**config.mk**
```make
export PLATFORM = sky130hd
export DESIGN_NAME = rc4fb_ctrl
export DESIGN_NICKNAME = d
export VERILOG_FILES = /design/src/design/rc4fb_pkg.sv /design/src/design/rc4fb_ctrl.sv
export SDC_FILE = /design/constraint.sdc
export NUM_CORES = 1
export LEC_CHECK = 0
export BUFFER_PORTS_ARGS = -buffer_cell sky130_fd_sc_hd__buf_2
export CAP_MARGIN = 25
export CORE_UTILIZATION = 35
export CTS_CLUSTER_DIAMETER = 120
export DETAILED_ROUTE_END_ITERATION = 8
export PLACE_DENSITY_LB_ADDON = 0.2
export SLEW_MARGIN = 20
export SYNTH_ARGS = -nofsm -noshare
export SYNTH_HDL_FRONTEND = slang
export SYNTH_SLANG_ARGS = --single-unit
```
**constraint.sdc**
```tcl
create_clock -name i_clk -period 2.05 [get_ports i_clk]
set_clock_uncertainty 0.2 [all_clocks]
set_input_delay 0.1025 -clock i_clk [delete_from_list [all_inputs] [get_ports i_clk]]
set_output_delay 0.1025 -clock i_clk [all_outputs]
set_load 0.02 [all_outputs]
```
**src/design/rc4fb_pkg.sv**
```systemverilog
package rc4fb_pkg;

    typedef enum logic [1:0] {
        CMD_LOAD     = 2'd0,
        CMD_SCHEDULE = 2'd1,
        CMD_RESTART  = 2'd2,
        CMD_PROCESS  = 2'd3
    } t_cmd;

    typedef enum logic [3:0] {
        ST_IDLE,
        ST_INIT,
        ST_KS_RD_I,
        ST_KS_WAIT_I,
        ST_KS_RD_J,
        ST_KS_WAIT_J,
        ST_KS_SWAP,
        ST_COPY,
        ST_P_RD_I,
        ST_P_RD_J,
        ST_P_SWAP,
        ST_P_RD_K,
        ST_P_OUT,
        ST_HOLD
    } t_state;

    typedef struct packed {
        logic   load_key;
        logic   take_in;
        logic   init_wr;
        logic   ks_rd_i;
        logic   ks_rd_j;
        logic   ks_wr_i;
        logic   ks_swap;
        logic   copy_step;
        logic   clear_ij;
        logic   p_rd_i;
        logic   p_rd_j;
        logic   p_swap;
        logic   p_rd_k;
        logic   p_out;
        logic   cnt_clr;
    } t_ctrl;

    typedef struct packed {
        logic   cnt_last;
    } t_stat;

    localparam logic [7:0] KEY_HEAD = 8'hC5;
    localparam logic [7:0] KEY_TAIL = 8'h3A;

    function automatic logic [7:0] rotl8(input logic [7:0] v, input logic [2:0] r);
        logic [15:0] d;
        d = {v, v} << r;
        return d[15:8];
    endfunction

    function automatic logic [7:0] rotr8(input logic [7:0] v, input logic [2:0] r);
        logic [15:0] d;
        d = {v, v} >> r;
        return d[7:0];
    endfunction

endpackage

```
**src/design/rc4fb_ctrl.sv**
```systemverilog
module rc4fb_ctrl (
    input  logic              i_clk,
    input  logic              i_rst_n,
    input  logic              i_valid,
    output logic              o_ready,
    input  logic [1:0]        i_command,
    output logic              o_valid,
    input  logic              i_ready,
    output rc4fb_pkg::t_ctrl  o_ctrl,
    input  rc4fb_pkg::t_stat  i_stat
);
    import rc4fb_pkg::*;

    t_state r_state, n_state;
    logic   r_ovalid, n_ovalid;
    logic   r_boot, n_boot;
    t_cmd   cmd;

    assign cmd     = t_cmd'(i_command);
    assign o_valid = r_ovalid;

    always_ff @(posedge i_clk) begin
        if (!i_rst_n) begin
            r_state  <= ST_INIT;
            r_ovalid <= 1'b0;
            r_boot   <= 1'b1;
        end else begin
            r_state  <= n_state;
            r_ovalid <= n_ovalid;
            r_boot   <= n_boot;
        end
    end

    always_comb begin
        n_state = r_state;
        n_boot  = r_boot;
        unique case (r_state)
            ST_IDLE: begin
                if (i_valid) begin
                    unique case (cmd)
                        CMD_LOAD:     n_state = ST_IDLE;
                        CMD_SCHEDULE: n_state = ST_INIT;
                        CMD_RESTART:  n_state = ST_COPY;
                        CMD_PROCESS:  n_state = ST_P_RD_I;
                        default:      n_state = ST_IDLE;
                    endcase
                end
            end
            ST_INIT:      if (i_stat.cnt_last) n_state = r_boot ? ST_COPY : ST_KS_RD_I;
            ST_KS_RD_I:   n_state = i_stat.cnt_last ? ST_HOLD : ST_KS_WAIT_I;
            ST_KS_WAIT_I: n_state = ST_KS_RD_J;
            ST_KS_RD_J:   n_state = ST_KS_WAIT_J;
            ST_KS_WAIT_J: n_state = ST_KS_SWAP;
            ST_KS_SWAP:   n_state = ST_KS_RD_I;
            ST_HOLD:      n_state = ST_COPY;
            ST_COPY: begin
                if (i_stat.cnt_last) begin
                    n_state = ST_IDLE;
                    n_boot  = 1'b0;
                end
            end
            ST_P_RD_I:    n_state = ST_P_RD_J;
            ST_P_RD_J:    n_state = ST_P_SWAP;
            ST_P_SWAP:    n_state = ST_P_RD_K;
            ST_P_RD_K:    n_state = ST_P_OUT;
            ST_P_OUT:     if (!r_ovalid || i_ready) n_state = ST_IDLE;
            default:      n_state = ST_IDLE;
        endcase
    end

    always_comb begin
        o_ctrl   = '0;
        o_ready  = 1'b0;
        n_ovalid = r_ovalid && !i_ready;
        unique case (r_state)
            ST_IDLE: begin
                o_ready = 1'b1;
                if (i_valid) begin
                    o_ctrl.cnt_clr  = 1'b1;
                    o_ctrl.take_in  = 1'b1;
                    o_ctrl.load_key = (cmd == CMD_LOAD);
                end
            end
            ST_INIT: begin
                o_ctrl.init_wr = !i_stat.cnt_last;
                o_ctrl.cnt_clr = i_stat.cnt_last;
            end
            ST_KS_RD_I:   o_ctrl = '0;
            ST_KS_WAIT_I: o_ctrl.ks_rd_i = 1'b1;
            ST_KS_RD_J:   o_ctrl.ks_rd_j = 1'b1;
            ST_KS_WAIT_J: o_ctrl.ks_wr_i = 1'b1;
            ST_KS_SWAP: begin
                o_ctrl.ks_swap = 1'b1;
            end
            ST_HOLD: begin
                o_ctrl.cnt_clr  = 1'b1;
                o_ctrl.clear_ij = 1'b1;
            end
            ST_COPY: begin
                o_ctrl.copy_step = !i_stat.cnt_last;
                o_ctrl.clear_ij  = 1'b1;
                if (i_stat.cnt_last)
                    o_ctrl.copy_step = 1'b1;
            end
            ST_P_RD_I:    o_ctrl.p_rd_i = 1'b1;
            ST_P_RD_J:    o_ctrl.p_rd_j = 1'b1;
            ST_P_SWAP:    o_ctrl.p_swap = 1'b1;
            ST_P_RD_K:    o_ctrl.p_rd_k = 1'b1;
            ST_P_OUT: begin
                // wait here while the previous result is still held
                if (!r_ovalid || i_ready) begin
                    o_ctrl.p_out = 1'b1;
                    n_ovalid     = 1'b1;
                end
            end
            default:      o_ctrl = '0;
        endcase
    end

endmodule

```
Word-level counts from Yosys, hierarchy flattened

Cells that the tools add are included.

Eq/ne operators: 20
Reductions and logical operators: 10
Multiplexer cells: 29

Operator list:

| operator                                                               | number |
|---|---|
| 4-bit one-hot mux with 14 select lines                                 | 1 |
| 4-bit equality test (second input constant)                            | 6 |
| 4-bit 2-to-1 mux                                                       | 5 |
| 1-bit 2-to-1 mux                                                       | 18 |
| 4-bit by 3-bit equality test with 1-bit output (second input constant) | 4 |
| 4-bit one-hot mux with 4 select lines                                  | 1 |
| 4-bit by 2-bit equality test with 1-bit output (second input constant) | 2 |
| 2-bit inequality test (second input constant)                          | 4 |
| 2-bit equality test (second input constant)                            | 2 |
| 4-bit by 1-bit equality test with 1-bit output (second input constant) | 1 |
| 4-bit zero test                                                        | 1 |
| 2-bit 2-to-1 mux                                                       | 2 |
| 4-bit AND reduction                                                    | 1 |
| 1-bit zero test                                                        | 3 |
| 3-bit 2-to-1 mux                                                       | 1 |
| 1-bit one-hot mux with 3 select lines                                  | 1 |
| 2-bit by 1-bit equality test with 1-bit output (second input constant) | 1 |
| 2-bit zero test                                                        | 1 |
| 2-bit AND reduction                                                    | 1 |
| 2-bit OR reduction                                                     | 1 |
| 1-bit logical AND                                                      | 1 |
| 1-bit logical OR                                                       | 1 |

Flip-flop bits (word level): 6
Input port bits: 7

Logic depth before layout (Yosys ltp)

Word-level depth: 4
Gate-level depth with buffers: 6
Mapped depth without buffers: 5

Least setup slack after synthesis

Ideal clock, no wire load.

Path kind: register to output
Start: register r_state[0]
End: output o_ctrl[14] (netlist bit)
Data required time: 1.747 ns
Stages on the path, launching flop included: 5
Setup slack: 0.371 ns
Path buffers: 2
Arrival time: 1.377 ns
Cells stage by stage: dfxtp_1 -> buf_6 -> buf_2 -> nor4_2 -> and3_1

RTL lines:

| what                   | RTL line         | RTL |
|---|---|---|
| start, declared        | rc4fb_ctrl.sv:14 | `t_state r_state, n_state;` |
| start signal, assigned | rc4fb_ctrl.sv:28 | `r_state <= n_state;` |
| end, declared          | rc4fb_ctrl.sv:9  | `output rc4fb_pkg::t_ctrl o_ctrl,` |

==> flow_metrics.env <==
export IMPL_ys_ff_latch=6
export IMPL_ys_warn_count=0
export IMPL_dp_cells=130
export IMPL_cp_slowest_stage_delay_ns=0.74
export IMPL_grt_max_degree=22
export IMPL_synthFlopType="dfxtp_1"
export IMPL_timing_rr_start="r_state[1]"
export IMPL_cts_tree="yes"
export IMPL_via_count=701
export IMPL_synth_edf_count=0
export IMPL_vias_per_cell=5.19
export IMPL_antenna_cells=0
export IMPL_rr_worst_depth=4
export IMPL_drive_gt1_frac=0.327
export IMPL_dieWidth_um=45.4
export IMPL_cts_htree_levels=1
export IMPL_end_kind="output pin"
export IMPL_dieArea_um2=2060
export IMPL_post_cts_resized=0
export IMPL_syn_nets=97
export IMPL_cts_hold_buf=2
export IMPL_peakVddDrop_v=0.000687
export IMPL_max_slew_margin_rel=0.551
export IMPL_hp_class="input port to flip-flop"
export IMPL_drc=0
export IMPL_wl_mm=1.56
export IMPL_n_fill_cell=185
export IMPL_dr_pass1_iters=4
export IMPL_leakagePower_nw=0.418
export IMPL_setup_viol=0
export IMPL_r2r_slack_ns=0.29
export IMPL_final_cells=135
export IMPL_start_kind="flip-flop"
export IMPL_synthArstFlopShare=0
export IMPL_critPathSlowestCell="dfxtp_1"
export IMPL_final_util=0.467
export IMPL_tightest_slew_ns=0.672
export IMPL_min_from="i_stat"
export IMPL_seq_area_frac_synth=0.182
export IMPL_syn2layout_area_growth_pct=23.7
export IMPL_drt_antenna_violating_nets=0
export IMPL_cts_max_path_buffers=2
export IMPL_synth_top_cell_area_share=0.182
export IMPL_die_y_um=45.4
export IMPL_rows=15
export IMPL_drtIter0Drc=20
export IMPL_crit_type="flip-flop to output pin"
export IMPL_r2r_end="r_state[3]"
export IMPL_clk_latency_ns=0.24
export IMPL_netlist_area_um2=659
export IMPL_tns_ns=0
export IMPL_hold_viol_final=0
export IMPL_fin_crit_sh=0.912
export IMPL_synth_common_cells="nor2_1 (12), nand2_1 (8), dfxtp_1 (6), nor3_1 (6), buf_2 (5)"
export IMPL_ys_types=37
export IMPL_grt_overflow=0
export IMPL_clock_sinks=6
export IMPL_final_nets=122
export IMPL_place_congestion=0.874
export IMPL_grt_pass1_wl_mm=2.28
export IMPL_p_per_area_nw_per_um2=1240
export IMPL_path_cells="nand2b_1 > a21oi_1 > buf_2"
export IMPL_avgSynthCellArea_um2=7.58
export IMPL_dpl_hpwl_mm=1.13
export IMPL_whs_path_depth=4
export IMPL_drt_wirelength_per_cell_um=11.5
export IMPL_path_clk_slew_ns=0.04
export IMPL_finalMaxSlewViolations=0
export IMPL_io_pins=24
export IMPL_rsz0062_at_grt="no"
export IMPL_root_buffer="clkbuf_4"
export IMPL_synth_most_common_cell="nor2_1"
export IMPL_port_buffer_count=23
export IMPL_maxCapViolCount=0
export IMPL_antenna_found_initial=0
export IMPL_yosys_area_top_type="dfxtp_1"
export IMPL_outcome="finished clean"
export IMPL_post_cts_buffers=0
export IMPL_finalCriticalPeriod_ns=1.87
export IMPL_start_util=0.378
export IMPL_cts_buffers=3
export IMPL_fmax_ghz=0.535
export IMPL_core_area_um2=1750
export IMPL_grt_pass1_vias=521
export IMPL_crit_fanout=20
export IMPL_synthCells=87
export IMPL_crit_arrival_ns=1.57
export IMPL_min_to="r_boot"
export IMPL_worstPathRequired_ns=1.75
export IMPL_synthTopCellsByArea="dfxtp_1 (18%), nor2_1 (6.8%), ha_1 (5.7%), nor3_1 (4.6%), nand2_1 (4.6%)"
export IMPL_track_usage=0.149
area by class of cell:
class	count	area, um2	share of cell area
Multi-Input combinational cell	69	469	0.575
Timing Repair Buffer	28	158	0.193
Sequential cell	6	120	0.147
Tap cell	25	31.3	0.0383
Clock buffer	3	22.5	0.0276
Inverter	4	15.0	0.0184
critical path: cells and delay by family (launching register included):
family	cells	cell delay, ns
buffers and inverters	1	0.17
AOI/OAI and AO/OA	1	0.18
DFF	1	0.74
and+or+nand+nor	1	0.22
cell usage in the layout, fill, tap and decap left out, types with 2 or more instances in the layout:
master / n
a31oi_1: 3
ha_1: 3
o211ai_1: 3
nand2b_1: 4
a21oi_1: 3
dlygate4sd3_1: 2
nand2_1: 8
nor2b_1: 2
buf_4: 3
o21ai_0: 2
dfxtp_1: 6
o21ai_1: 2
clkbuf_4: 3
nor3_1: 6
inv_1: 4
nor2_1: 12
buf_2: 23
logic make-up (layout without fill, tap and decap cells):
group	Yosys count	count (layout)	synth area share
AND/OR/NAND/NOR	40	40	0.330
AO/OA/AOI/OAI	21	21	0.233
buffers and inverters	12	35	0.106
flip-flops	6	6	0.182
multiplexers	4	4	0.0778
adder cells (fa/ha/maj)	3	3	0.0569
XOR/XNOR	1	1	0.0133
worst max-delay path by stage:
stage,start,to,slack [ns],cells after the start
6_report,r_state[3],o_ctrl[6],0.18,3
3_5_place_dp,r_state[1],r_state[3],0.29,4
3_3_place_gp,r_state[1],r_state[3],0.36,4
5_1_grt,r_state[3],o_ctrl[6],0.06,3
4_1_cts,r_state[3],o_ctrl[6],0.20,3
2_1_floorplan,r_state[0],o_ctrl[14],0.37,4
power breakdown:
part           switching (mW)  internal [mW]
Sequential             0.0793          0.149
Combinational           0.389          0.291
Clock                  0.0376         0.0659
registers in the layout, indices dropped and copies added (netlist names):
signal,cells
r_boot,1
o_valid,1
r_state,4
per-stage QoR:
step           area, um2  power, mW  worst slack, ns  hold slack (ns)
2_1_floorplan        659      0.788            0.371          -0.0356
3_3_place_gp         773      0.896            0.360            0.136
3_5_place_dp         773      0.907            0.295            0.146
4_1_cts              816       1.02            0.196           0.0261
5_1_grt              816       1.09           0.0622           0.0423
6_report             816       1.01            0.181           0.0178
routing by layer:
metal / part of all wire / global-route usage / up-vias
met4: 0.0026 / 0.0545 / 0
met2: 0.44 / 0.203 / 39
met1: 0.48 / 0.229 / 306
met5: 0 / 0 / -
met3: 0.079 / 0.0238 / 2
li1: - / - / 354
(Power assumes the default switching activity.)
